File: src/rtl/nts_pkg.sv
// nts_pkg: shared types, widths and codes for the nearest texture sampler.
// No dependencies; used by every module under rtl/.
`timescale 1ns / 1ps

package nts_pkg;

	localparam int TEXEL_DEPTH_DEF     = 65536;
	localparam int COORD_FRAC_BITS_DEF = 16;

	localparam int COORD_W   = 24;
	localparam int CEXT_W    = COORD_W + 2;
	localparam int SIZE_W    = 9;
	localparam int LIDX_W    = 16;
	localparam int TEXEL_W   = 32;
	localparam int IDX_W     = 18;
	localparam int CFG_IDX_W = 2;
	localparam int CFG_DAT_W = 9;
	localparam int MODE_W    = 2;

	typedef enum logic [CFG_IDX_W-1:0] {
		REG_WRAP_S  = 2'd0,
		REG_WRAP_T  = 2'd1,
		REG_WIDTH   = 2'd2,
		REG_HEIGHT  = 2'd3
	} cfg_reg_e;

	typedef enum logic [MODE_W-1:0] {
		WRAP_REPEAT = 2'd0,
		WRAP_MIRROR = 2'd1,
		WRAP_CLAMP  = 2'd2
	} wrap_e;

	typedef enum logic {
		OP_LOAD   = 1'b0,
		OP_SAMPLE = 1'b1
	} op_e;

	typedef struct packed {
		logic                      operation;
		logic signed [COORD_W-1:0] coord_u;
		logic signed [COORD_W-1:0] coord_v;
		logic [LIDX_W-1:0]         load_index;
		logic [TEXEL_W-1:0]        load_rgba;
	} in_t;

	typedef struct packed {
		logic [7:0] red;
		logic [7:0] green;
		logic [7:0] blue;
		logic [7:0] alpha;
	} out_t;

	// per-beat control that travels with the data
	typedef struct packed {
		logic valid;
		logic sample;
		logic nodata;
		logic wr_ok;
	} ctl_t;

endpackage

File: src/rtl/nts_wrap.sv
// nts_wrap: wraps one signed fixed-point coordinate into [0,1] by axis mode.
// Depends on nts_pkg.
`timescale 1ns / 1ps

module nts_wrap #(
	parameter int COORD_FRAC_BITS = nts_pkg::COORD_FRAC_BITS_DEF
) (
	input  logic signed [nts_pkg::COORD_W-1:0] coord,
	input  logic [nts_pkg::MODE_W-1:0]         mode,
	output logic [COORD_FRAC_BITS:0]           wrapped
);

	localparam int CW = nts_pkg::CEXT_W;
	localparam logic signed [CW-1:0] ONE_X = CW'(1) <<< COORD_FRAC_BITS;
	localparam logic [COORD_FRAC_BITS:0] ONE_F = (COORD_FRAC_BITS+1)'(1) << COORD_FRAC_BITS;

	logic signed [CW-1:0]          ce;
	logic [COORD_FRAC_BITS:0]      frac;
	logic                          in_rng;

	assign ce     = {{2{coord[nts_pkg::COORD_W-1]}}, coord};
	assign frac   = {1'b0, ce[COORD_FRAC_BITS-1:0]};
	assign in_rng = !ce[CW-1] && (ce <= ONE_X);

	always_comb begin
		if (in_rng) begin
			wrapped = ce[COORD_FRAC_BITS:0];
		end else begin
			unique case (nts_pkg::wrap_e'(mode))
				nts_pkg::WRAP_REPEAT: wrapped = frac;
				// floor parity sits at the first integer bit
				nts_pkg::WRAP_MIRROR: wrapped = ce[COORD_FRAC_BITS] ? (ONE_F - frac) : frac;
				default:              wrapped = ce[CW-1] ? '0 : ONE_F;
			endcase
		end
	end

endmodule

File: config.mk
export PLATFORM = sky130hd
export DESIGN_NAME = nts_wrap
export DESIGN_NICKNAME = d
export VERILOG_FILES = /design/src/rtl/nts_pkg.sv /design/src/rtl/nts_wrap.sv
export SDC_FILE = /design/constraint.sdc
export NUM_CORES = 1
export LEC_CHECK = 0
export BUFFER_PORTS_ARGS = -buffer_cell sky130_fd_sc_hd__buf_2
export CAP_MARGIN = 20
export CORE_UTILIZATION = 30
export DETAILED_ROUTE_END_ITERATION = 16
export GPL_ROUTABILITY_DRIVEN = 0
export GPL_TIMING_DRIVEN = 1
export SYNTH_ARGS = -nofsm -noshare
export SYNTH_HDL_FRONTEND = slang
export SYNTH_SLANG_ARGS = --single-unit
File: constraint.sdc
create_clock -name vclk -period 6.4
set_input_delay 1.28 -clock vclk [all_inputs]
set_output_delay 1.28 -clock vclk [all_outputs]
set_load 0.02 [all_outputs]
==> results by group <==
Outcome
  • Status: finished clean

Global route
  • Initial antenna violation count: 0
  • Overall Global Routing Usage: 0.1590
  • Maximum number of pins on one net before global-route repair: 16
  • Via count of the first global-routing pass: 625
  • Grt ovf: 0
  • Wire length of the first global-routing pass: 2546 microns

Timing
  • Max Clock Freq: 212.0 MHz
  • Hold slack: 2.917 ns
  • Final-report max-slew violation count: 0
  • Max-slew headroom: 0.6417
  • Unrepaired setup endpoints after global routing: no
  • Final setup fails: 0
  • Final setup TNS: 0 ns
  • Fin. Hold Viols: 0
  • Worst Max-Slew Pin Slew: 0.5333 ns
  • Fraction of the cycle the final worst path needs: 0.7370
  • Final critical delay including setup and external delays: 4.717 ns

Logic synthesis
  • Area of the mapped netlist: 536.8 sq um
  • Cell type contributing the most total cell area after synthesis: sky130_fd_sc_hd__nor2_1
  • Nets in the synthesized netlist: 115
  • Synthesized instance count: 88
  • Sequential element share of the synthesized area: 0
  • Top area cells in the synthesized netlist: sky130_fd_sc_hd__nor2_1 11%, sky130_fd_sc_hd__xnor2_1 9.8%, sky130_fd_sc_hd__a21oi_1 7.5%
  • Unique cell type count in the Yosys netlist: 27
  • Most repeated cell in the gate-level netlist after synthesis: sky130_fd_sc_hd__nor2_1
  • Area fraction of the dominant cell type after synthesis: 0.1119
  • Mean instance size in the synthesized netlist: 6.100 sq um
  • Commonest cells in the synthesized netlist: 16 x sky130_fd_sc_hd__nor2_1, 8 x sky130_fd_sc_hd__a21oi_1, 8 x sky130_fd_sc_hd__nand2_1, 8 x sky130_fd_sc_hd__o21ai_0, 7 x sky130_fd_sc_hd__nor3_1
  • Count of synthesis-stage warnings from yosys: 0

Detailed routing
  • Routed WL: 1554 microns
  • Number of iterations in the first detailed-routing pass: 4
  • Average via count per standard cell: 5.052
  • Max layer used: met3
  • Average detailed-routed wire length per instance: 10.16 microns
  • Number of remaining DRC errors: 0
  • Amount of wire on met2 after detailed routing: 722 microns
  • DR WL met3: 82 microns
  • Via count: 773
  • Length of routed wiring on met1: 748 microns
  • Number of nets with antenna violations after routing: 0
  • Iter 0 DRT Violations: 6

Setup path
  • Cell repeated most along the worst path: sky130_fd_sc_hd__buf_2
  • Critical-path maximum fanout: 15
  • CP top delay family: simple AND/OR/NAND/NOR gates
  • Critical path type: in2out
  • Arrival time at the worst endpoint: 3.44 ns
  • Kind of start point of the critical path: primary input
  • Crit. End Element: output port
  • Delay of the slowest cell on the worst path: 0.56 ns
  • Cell-by-cell trace of the critical path: buf_2 -> inv_1 -> ha_1 -> nor4b_4 -> nand4_4 -> a22o_1 -> or4_1 -> nand2_1 -> buf_2
  • Crit path buf inv count: 3
  • Cell with the largest stage delay on the worst path: sky130_fd_sc_hd__or4_1
  • Required @ worst endpoint: 5.12 ns
  • Launching element of the worst setup path: coord[0]

Cells and area
  • Sequential standard cell area: 0 sq um
  • Area of the multi-input gates: 518.0 sq um
  • Layout clock buffer count: 0
  • FILL cells: 167
  • Layout cells sized above 1: 0.3566
  • Final std cell area, no fill: 774.5 sq um
  • Non-filler cells, final: 153
  • Layout Utilization: 0.4859
  • Number of flip-flops and latches: 0
  • Number of nets in the layout: 158
  • Number of inserted diodes: 0
  • Synthesis-to-finish area growth: 44.29%

Min path
  • Hold wc startpoint: coord[0]
  • Worst hold path class: in2out

Place
  • Cell Count Post-Placement: 153
  • Placed inst area: 774.5 sq um
  • Post-detail-place hpwl: 1295 microns
  • Port-buffer cells: 43

Die
  • Initial Util: 0.3367
  • Die footprint: 0.001962 sq mm
  • Height of the die: 44.30 microns
  • Area inside the core boundary: 0.001594 sq mm
  • Row Count: 14
  • Number of top-level design ports: 43
  • Floorplan die width: 44.30 microns

Power
  • Leakage power total: 0.3606 nW
  • Pwr per Cell Area: 68.35 mW/mm^2
  • Peak supply drop: 0.02905 mV

Clock network
  • Post-CTS setup buffer count: 0
  • PostCTS Resize Cnt: 0
  • Hold-fix buffer count after cts: 0

Job
  • Max-cap violations: 0
layer usage:
metal | track usage | vias up
met4 | 0 | 0
li1 | - | 406
met5 | 0 | -
met1 | 0.2293 | 339
met2 | 0.2824 | 28
met3 | 0 | 0
worst paths after layout:
kind,to,slack (ns),depth (start not counted)
worst max-delay path,wrapped[3],1.68,9
worst min-delay path,wrapped[0],2.92,4
placed cells by master, fill, tap and decap left out, types with 2 or more instances in the layout:
master | netlist | routed
sky130_fd_sc_hd__o21ai_0 | 8 | 8
sky130_fd_sc_hd__o211ai_1 | 4 | 4
sky130_fd_sc_hd__and2_1 | 2 | 2
sky130_fd_sc_hd__nor4_1 | 3 | 3
sky130_fd_sc_hd__a21oi_1 | 8 | 8
sky130_fd_sc_hd__nor3_1 | 7 | 7
sky130_fd_sc_hd__xor2_1 | 4 | 4
sky130_fd_sc_hd__or3_1 | 3 | 3
sky130_fd_sc_hd__inv_1 | 3 | 3
sky130_fd_sc_hd__nand2_1 | 8 | 8
sky130_fd_sc_hd__nor2_1 | 16 | 16
sky130_fd_sc_hd__buf_2 | 0 | 43
sky130_fd_sc_hd__xnor2_1 | 6 | 6
per-stage QoR:
step / total power (W) / worst slack (ns)
after global placement: 0.00005287 / 1.730
after detailed placement: 0.00005332 / 1.680
after CTS: 0.00005348 / 1.659
final: 0.00005294 / 1.683
after global routing: 0.00005883 / 1.494
after floorplan: 0.00003063 / 2.171
final cells by class:
| cell class | count | share of cell area |
|---|---|---|
| Multi-Input combinational cell | 83 | 0.6688 |
| Inverter | 3 | 0.01454 |
| Timing Repair Buffer | 43 | 0.2779 |
| Tap cell | 24 | 0.03877 |
power breakdown:
group,leakage [nW],switching [W],internal (W),total [W]
clock network,0,0,0,0
logic,0.361,0.0000319,0.0000210,0.0000529
registers,0,0,0,0
total,0.361,0.0000319,0.0000210,0.0000529
cells by family after synthesis:
| logic type | count (synthesis) | share of synthesized area |
|---|---|---|
| and+or+nand+nor | 48 | 0.5222 |
| AOI/OAI and AO/OA | 24 | 0.2564 |
| xor gates and xnor gates | 10 | 0.1632 |
| buffers and inverters | 5 | 0.03497 |
| adders and majority gates | 1 | 0.02331 |
Power figures use the tool's default switching activity.
