**src/rtl/nts_pkg.sv**
```systemverilog
// nts_pkg: shared types, widths and codes for the nearest texture sampler.
// No dependencies; used by every module under rtl/.
`timescale 1ns / 1ps

package nts_pkg;

	localparam int TEXEL_DEPTH_DEF     = 65536;
	localparam int COORD_FRAC_BITS_DEF = 16;

	localparam int COORD_W   = 24;
	localparam int CEXT_W    = COORD_W + 2;
	localparam int SIZE_W    = 9;
	localparam int LIDX_W    = 16;
	localparam int TEXEL_W   = 32;
	localparam int IDX_W     = 18;
	localparam int CFG_IDX_W = 2;
	localparam int CFG_DAT_W = 9;
	localparam int MODE_W    = 2;

	typedef enum logic [CFG_IDX_W-1:0] {
		REG_WRAP_S  = 2'd0,
		REG_WRAP_T  = 2'd1,
		REG_WIDTH   = 2'd2,
		REG_HEIGHT  = 2'd3
	} cfg_reg_e;

	typedef enum logic [MODE_W-1:0] {
		WRAP_REPEAT = 2'd0,
		WRAP_MIRROR = 2'd1,
		WRAP_CLAMP  = 2'd2
	} wrap_e;

	typedef enum logic {
		OP_LOAD   = 1'b0,
		OP_SAMPLE = 1'b1
	} op_e;

	typedef struct packed {
		logic                      operation;
		logic signed [COORD_W-1:0] coord_u;
		logic signed [COORD_W-1:0] coord_v;
		logic [LIDX_W-1:0]         load_index;
		logic [TEXEL_W-1:0]        load_rgba;
	} in_t;

	typedef struct packed {
		logic [7:0] red;
		logic [7:0] green;
		logic [7:0] blue;
		logic [7:0] alpha;
	} out_t;

	// per-beat control that travels with the data
	typedef struct packed {
		logic valid;
		logic sample;
		logic nodata;
		logic wr_ok;
	} ctl_t;

endpackage

```
**src/rtl/nts_addr.sv**
```systemverilog
// nts_addr: stages 2 to 6, texel coordinates, linear index and index modulo depth.
// Depends on nts_pkg.
`timescale 1ns / 1ps

module nts_addr #(
	parameter int TEXEL_DEPTH     = nts_pkg::TEXEL_DEPTH_DEF,
	parameter int COORD_FRAC_BITS = nts_pkg::COORD_FRAC_BITS_DEF,
	parameter int ADDR_W          = 16
) (
	input  logic                          clk,
	input  logic                          arst_n,
	input  logic                          adv,
	input  nts_pkg::ctl_t                 ctl_s1,
	input  logic [COORD_FRAC_BITS:0]      wu_s1,
	input  logic [COORD_FRAC_BITS:0]      wv_s1,
	input  logic [ADDR_W-1:0]             laddr_s1,
	input  logic [nts_pkg::TEXEL_W-1:0]   rgba_s1,
	input  logic [nts_pkg::SIZE_W-1:0]    tex_width,
	input  logic [nts_pkg::SIZE_W-1:0]    tex_height,
	output nts_pkg::ctl_t                 ctl_s6,
	output logic [ADDR_W-1:0]             addr_s6,
	output logic [nts_pkg::TEXEL_W-1:0]   rgba_s6
);

	localparam int F     = COORD_FRAC_BITS;
	localparam int SW    = nts_pkg::SIZE_W;
	localparam int IW    = nts_pkg::IDX_W;
	localparam int PW    = F + SW + 1;
	localparam int DEP_W = $clog2(TEXEL_DEPTH + 1);
	localparam int QW    = IW + DEP_W;
	localparam logic [DEP_W-1:0] DEPTH_V = DEP_W'(TEXEL_DEPTH);
	// floor(2^IW / depth): estimate is exact or one low for any IW-bit index
	localparam logic [IW:0]      RECIP   = (IW+1)'((1 << IW) / TEXEL_DEPTH);

	nts_pkg::ctl_t                ctl_s2, ctl_s3, ctl_s4, ctl_s5;
	logic [ADDR_W-1:0]            laddr_s2, laddr_s3, laddr_s4, laddr_s5;
	logic [nts_pkg::TEXEL_W-1:0]  rgba_s2, rgba_s3, rgba_s4, rgba_s5;
	logic [SW-1:0]                x_s2, y_s2;
	logic [IW-1:0]                idx_s3, idx_s4, qe_s4, r_s5;

	logic [SW-1:0]   wm1, hm1;
	logic [PW-1:0]   pu, pv;
	logic [IW-1:0]   lin;
	logic [2*IW:0]   pq;
	logic [QW-1:0]   qd;
	logic [IW-1:0]   rem;
	logic [31:0]     rsub;
	logic [ADDR_W-1:0] raddr;

	assign wm1 = tex_width - SW'(1);
	assign hm1 = tex_height - SW'(1);
	assign pu  = PW'(wu_s1) * PW'(wm1);
	assign pv  = PW'(wv_s1) * PW'(hm1);
	assign lin = IW'(x_s2) + IW'(y_s2) * IW'(tex_width);
	assign pq  = (2*IW+1)'(idx_s3) * (2*IW+1)'(RECIP);
	assign qd  = QW'(qe_s4) * QW'(DEPTH_V);
	assign rem = idx_s4 - IW'(qd);
	assign rsub = (32'(r_s5) >= 32'(DEPTH_V)) ? (32'(r_s5) - 32'(DEPTH_V)) : 32'(r_s5);
	assign raddr = ADDR_W'(rsub);

	always_ff @(posedge clk or negedge arst_n) begin
		if (!arst_n) begin
			ctl_s2 <= '0;
			ctl_s3 <= '0;
			ctl_s4 <= '0;
			ctl_s5 <= '0;
			ctl_s6 <= '0;
		end else if (adv) begin
			ctl_s2 <= ctl_s1;
			ctl_s3 <= ctl_s2;
			ctl_s4 <= ctl_s3;
			ctl_s5 <= ctl_s4;
			ctl_s6 <= ctl_s5;
		end
	end

	always_ff @(posedge clk) begin
		if (adv) begin
			x_s2     <= pu[F+SW-1:F];
			y_s2     <= pv[F+SW-1:F];
			laddr_s2 <= laddr_s1;
			rgba_s2  <= rgba_s1;

			idx_s3   <= lin;
			laddr_s3 <= laddr_s2;
			rgba_s3  <= rgba_s2;

			idx_s4   <= idx_s3;
			qe_s4    <= pq[2*IW-1:IW];
			laddr_s4 <= laddr_s3;
			rgba_s4  <= rgba_s3;

			r_s5     <= rem;
			laddr_s5 <= laddr_s4;
			rgba_s5  <= rgba_s4;

			addr_s6  <= ctl_s5.sample ? raddr : laddr_s5;
			rgba_s6  <= rgba_s5;
		end
	end

endmodule

```
**config.mk**
```make
export PLATFORM = sky130hd
export DESIGN_NAME = nts_addr
export DESIGN_NICKNAME = d
export VERILOG_FILES = /design/src/rtl/nts_pkg.sv /design/src/rtl/nts_addr.sv
export SDC_FILE = /design/constraint.sdc
export NUM_CORES = 1
export LEC_CHECK = 0
export BUFFER_PORTS_ARGS = -buffer_cell sky130_fd_sc_hd__clkbuf_2
export CAP_MARGIN = 20
export CORE_ASPECT_RATIO = 0.9
export CORE_MARGIN = 2
export CORE_UTILIZATION = 59
export DETAILED_ROUTE_END_ITERATION = 7
export PLACE_DENSITY = 0.86
export SLEW_MARGIN = 20
export SYNTH_ARGS = -nofsm -noshare
export SYNTH_HDL_FRONTEND = slang
export SYNTH_SLANG_ARGS = --single-unit
```
**constraint.sdc**
```tcl
create_clock -name clk -period 6.3 [get_ports clk]
set_input_delay 0.315 -clock clk [delete_from_list [all_inputs] [get_ports clk]]
set_output_delay 0.315 -clock clk [all_outputs]
set_load 0.02 [all_outputs]
```
==> results.py <==
metrics = {
    "routing": {
        "totalWireLength_um": 39700,
        "drtIter0Drc": 852,
        "dr.pass1.iters": 8,
        "wl_per_cell_um": 16.4,
        "avgViaCountPerCell": 5.24,
        "vias": 12700,
        "drc_errors": 0,
        "antenna_left": 0,
    },
    "worst_setup_path": {
        "path_max_fanout": 12,
        "end_kind": "flip-flop",
        "crit_type": "in -> reg",
        "critPathArrivalTime_ns": 5.68,
        "critPathLaunchType": "primary input",
        "rrSetupSlack_ns": 1.34,
        "crit_required_ns": 6.61,
    },
    "power_and_ir_drop": {
        "switching_share_pct": 41.3,
        "clock_power_share_pct": 11.9,
        "ir_drop_v": 0.000653,
        "p_seq_share_pct": 24.3,
        "p_switching_mw": 5.77,
        "p_per_area_mw_per_mm2": 568,
        "power_frac_comb_pct": 63.8,
        "p_int_mw": 8.20,
        "p_leak_nw": 11.0,
    },
    "yosys": {
        "yosysWarnings": 0,
        "ys_ff_latch": 326,
        "seq_area_frac_synth_pct": 44.5,
        "synth.top_cell.area_share_pct": 42.2,
        "synth.distinct_cells": 48,
        "synth.area.top_cells": "edfxtp_1 42%, fa_1 24%, ha_1 7.2%",
        "synth.avg_cell_area_sq_um": 12.7,
        "synth-main-ff-cell": "edfxtp_1",
        "synth_edf_count": 306,
        "syn_inst": 1709,
        "synth_common_cells": "306 x edfxtp_1, 306 x inv_1, 262 x fa_1",
        "yosysTopAreaCell": "edfxtp_1",
        "ys_async_sr_fraction_pct": 6.13,
        "syn_area_sq_mm": 0.0218,
        "synth_nets": 2204,
    },
    "cells_and_area": {
        "drive_above_1_share_pct": 13.3,
        "n_antenna_cell": 0,
        "synthToLayoutAreaGrowth_pct": 13.0,
        "final_nets": 2423,
    },
    "sta": {
        "worstMarginPinSlew_ns": 1.06,
        "holdWs_ns": 0.0322,
        "finalHoldViolations": 0,
        "timing.setup.tns_ns": 0,
        "fmax_ghz": 0.186,
        "setup_viol": 0,
        "clock_skew_ns": 0.0110,
        "period_needed_ns": 5.38,
        "relSlewSlack_pct": 28.6,
        "rsz0062_at_grt": "no",
        "slew_violations": 0,
        "fin_crit_sh_pct": 85.3,
    },
    "global_route": {
        "grt_first_pass_wirelength_um": 65900,
        "antenna_found_initial": 0,
        "grt-ovfl-total": 0,
        "grtUsageTotal_pct": 21.5,
        "grt_pass1_vias": 13600,
        "grt_max_degree": 200,
    },
    "cts": {
        "ctsResizeCount": 0,
        "cts_root_buf": "clkbuf_16",
        "htreeDepth": 1,
        "cts_tree": "done",
        "cts_buffer_depth": 3,
        "ctsHoldBuffers": 52,
        "clk_latency_ns": 0.56,
        "numCtsBuffers": 30,
        "postCtsSetupBuffers": 0,
        "clkTransAtPathRegs_ns": 0.06,
        "cts.sinks": 326,
    },
    "placement": {
        "io_buffers": 158,
        "dp_hpwl_um": 29000,
        "gp_congestion": 0.923,
    },
    "run_status": {
        "status": "complete, no violations",
    },
    "floorplanning": {
        "core_sq_mm": 0.0363,
        "initial_core_util_pct": 60.0,
        "die_w_um": 206,
        "die_h_um": 186,
        "dieArea_sq_mm": 0.0384,
        "row_count": 66,
        "io_pins": 159,
    },
    "run": {
        "drv_cap": 0,
    },
    "worst_hold_path": {
        "min_path_type": "in -> reg",
    },
}
[metrics by stage]
| stage | setup slack (ns) | power (mW) | utilization [%] | std cells | area (sq um) |
|---|---|---|---|---|---|
| 2_1_floorplan | 0.524 | 10.4 | - | 1709 | 21800 |
| 3_3_place_gp | 0.657 | 11.9 | 63.9 | 2320 | 23200 |
| 3_5_place_dp | 0.389 | 12.3 | 63.9 | 2320 | 23200 |
| 4_1_cts | 0.962 | 14.0 | 67.8 | 2426 | 24600 |
| 5_1_grt | 0.632 | 15.5 | 67.8 | 2426 | 24600 |
| 6_report | 0.923 | 14.0 | 67.8 | 2426 | 24600 |
[flip-flops by register name, summed over array words and instances (netlist names), 16 cells and up]
signal    cells
addr_s6      16
idx_s3       16
idx_s4       16
laddr_s2     16
laddr_s3     16
laddr_s4     16
laddr_s5     16
r_s5         16
rgba_s2      32
rgba_s3      32
rgba_s4      32
rgba_s5      32
rgba_s6      32
[layer usage]
metal | part of all wire (%) | global-route usage, % | routed length, um
met1 | 42 | 28.3 | 16800
met2 | 50 | 38.2 | 20000
met3 | 5.4 | 2.49 | 2130
met4 | 2.2 | 5.83 | 864
met5 | 0 | 0 | 0
[logic make-up (layout without fill, tap and decap cells)]
logic type	count (synthesis)	in the layout	synth area share [%]
adders and majority gates	388	388	31.3
muxes	37	37	1.91
xor gates and xnor gates	54	54	2.17
buffers and inverters	348	589	6.00
AOI/OAI and AO/OA	87	87	2.73
and+or+nand+nor	469	469	11.3
DFF	326	326	44.5
[critical path, cell delays in order]
cell,delay (ns)
clkbuf_2,0.20
nor2_1,0.21
nand3_1,0.13
nor4_1,0.28
xor2_1,0.53
and2_1,0.24
fa_1,0.45
fa_1,0.47
fa_1,0.50
inv_1,0.05
fa_1,0.48
inv_1,0.04
ha_1,0.31
and4_1,0.20
o211ai_1,0.09
nor2_1,0.10
o311a_1,0.37
o32a_1,0.37
a21o_1,0.19
xor2_1,0.14
[worst paths after layout]
check | cells after the start | startpoint | to
max in group asynchronous | 2 | arst_n | ctl_s4[3]$_DFFE_PN0P_
setup / recovery | 20 | tex_width[2] | x_s2[5]$_DFFE_PP_
min in group asynchronous | 2 | arst_n | ctl_s2[0]$_DFFE_PN0P_
setup reg to reg | 17 | y_s2[5]$_DFFE_PP_ | idx_s3[15]$_DFFE_PP_
hold reg to reg | 0 | rgba_s3[6]$_DFFE_PP_ | rgba_s4[6]$_DFFE_PP_
hold / removal | 2 | ctl_s1[2] | ctl_s2[2]$_DFFE_PN0P_
[placed cells by master (no fill, tap or decap), types with 4 or more instances in the layout]
master / count
nand2_1: 156
xnor2_1: 36
dlygate4sd3_1: 52
nor3_1: 13
dfrtp_1: 20
buf_4: 16
and3_1: 4
clkbuf_1: 7
edfxtp_1: 306
o21ai_0: 13
o21a_1: 8
ha_1: 126
clkinv_1: 7
nor2b_1: 94
nand2b_1: 44
fa_1: 262
clkbuf_2: 157
a211oi_1: 7
inv_1: 306
and2_1: 107
clkbuf_16: 30
or2_2: 4
nor2_1: 25
a21oi_1: 23
clkinv_2: 6
mux2_2: 36
a211o_1: 4
xor2_1: 18
nand3_1: 9
a21o_1: 12
[cell type report]
type                       instances  area, sq um
sequential                       326         9690
clock inverter                    17          135
fill                            2482        11700
tap                              476          596
inverter                         308         1160
timing repair buffer             227         1460
clock buffer                      37          777
multi-input combinational       1035        10800
[power groups by stage]
stage / clock, mW / sequential [mW] / combinational [mW]
after global placement: 0 / 3.41 / 8.46
after CTS: 1.69 / 3.38 / 8.97
after detailed placement: 0 / 3.42 / 8.84
after floorplan: 0 / 3.34 / 7.06
final: 1.66 / 3.39 / 8.92
after global routing: 1.79 / 3.42 / 10.3
No activity file was read; power rests on OpenSTA's default activity.
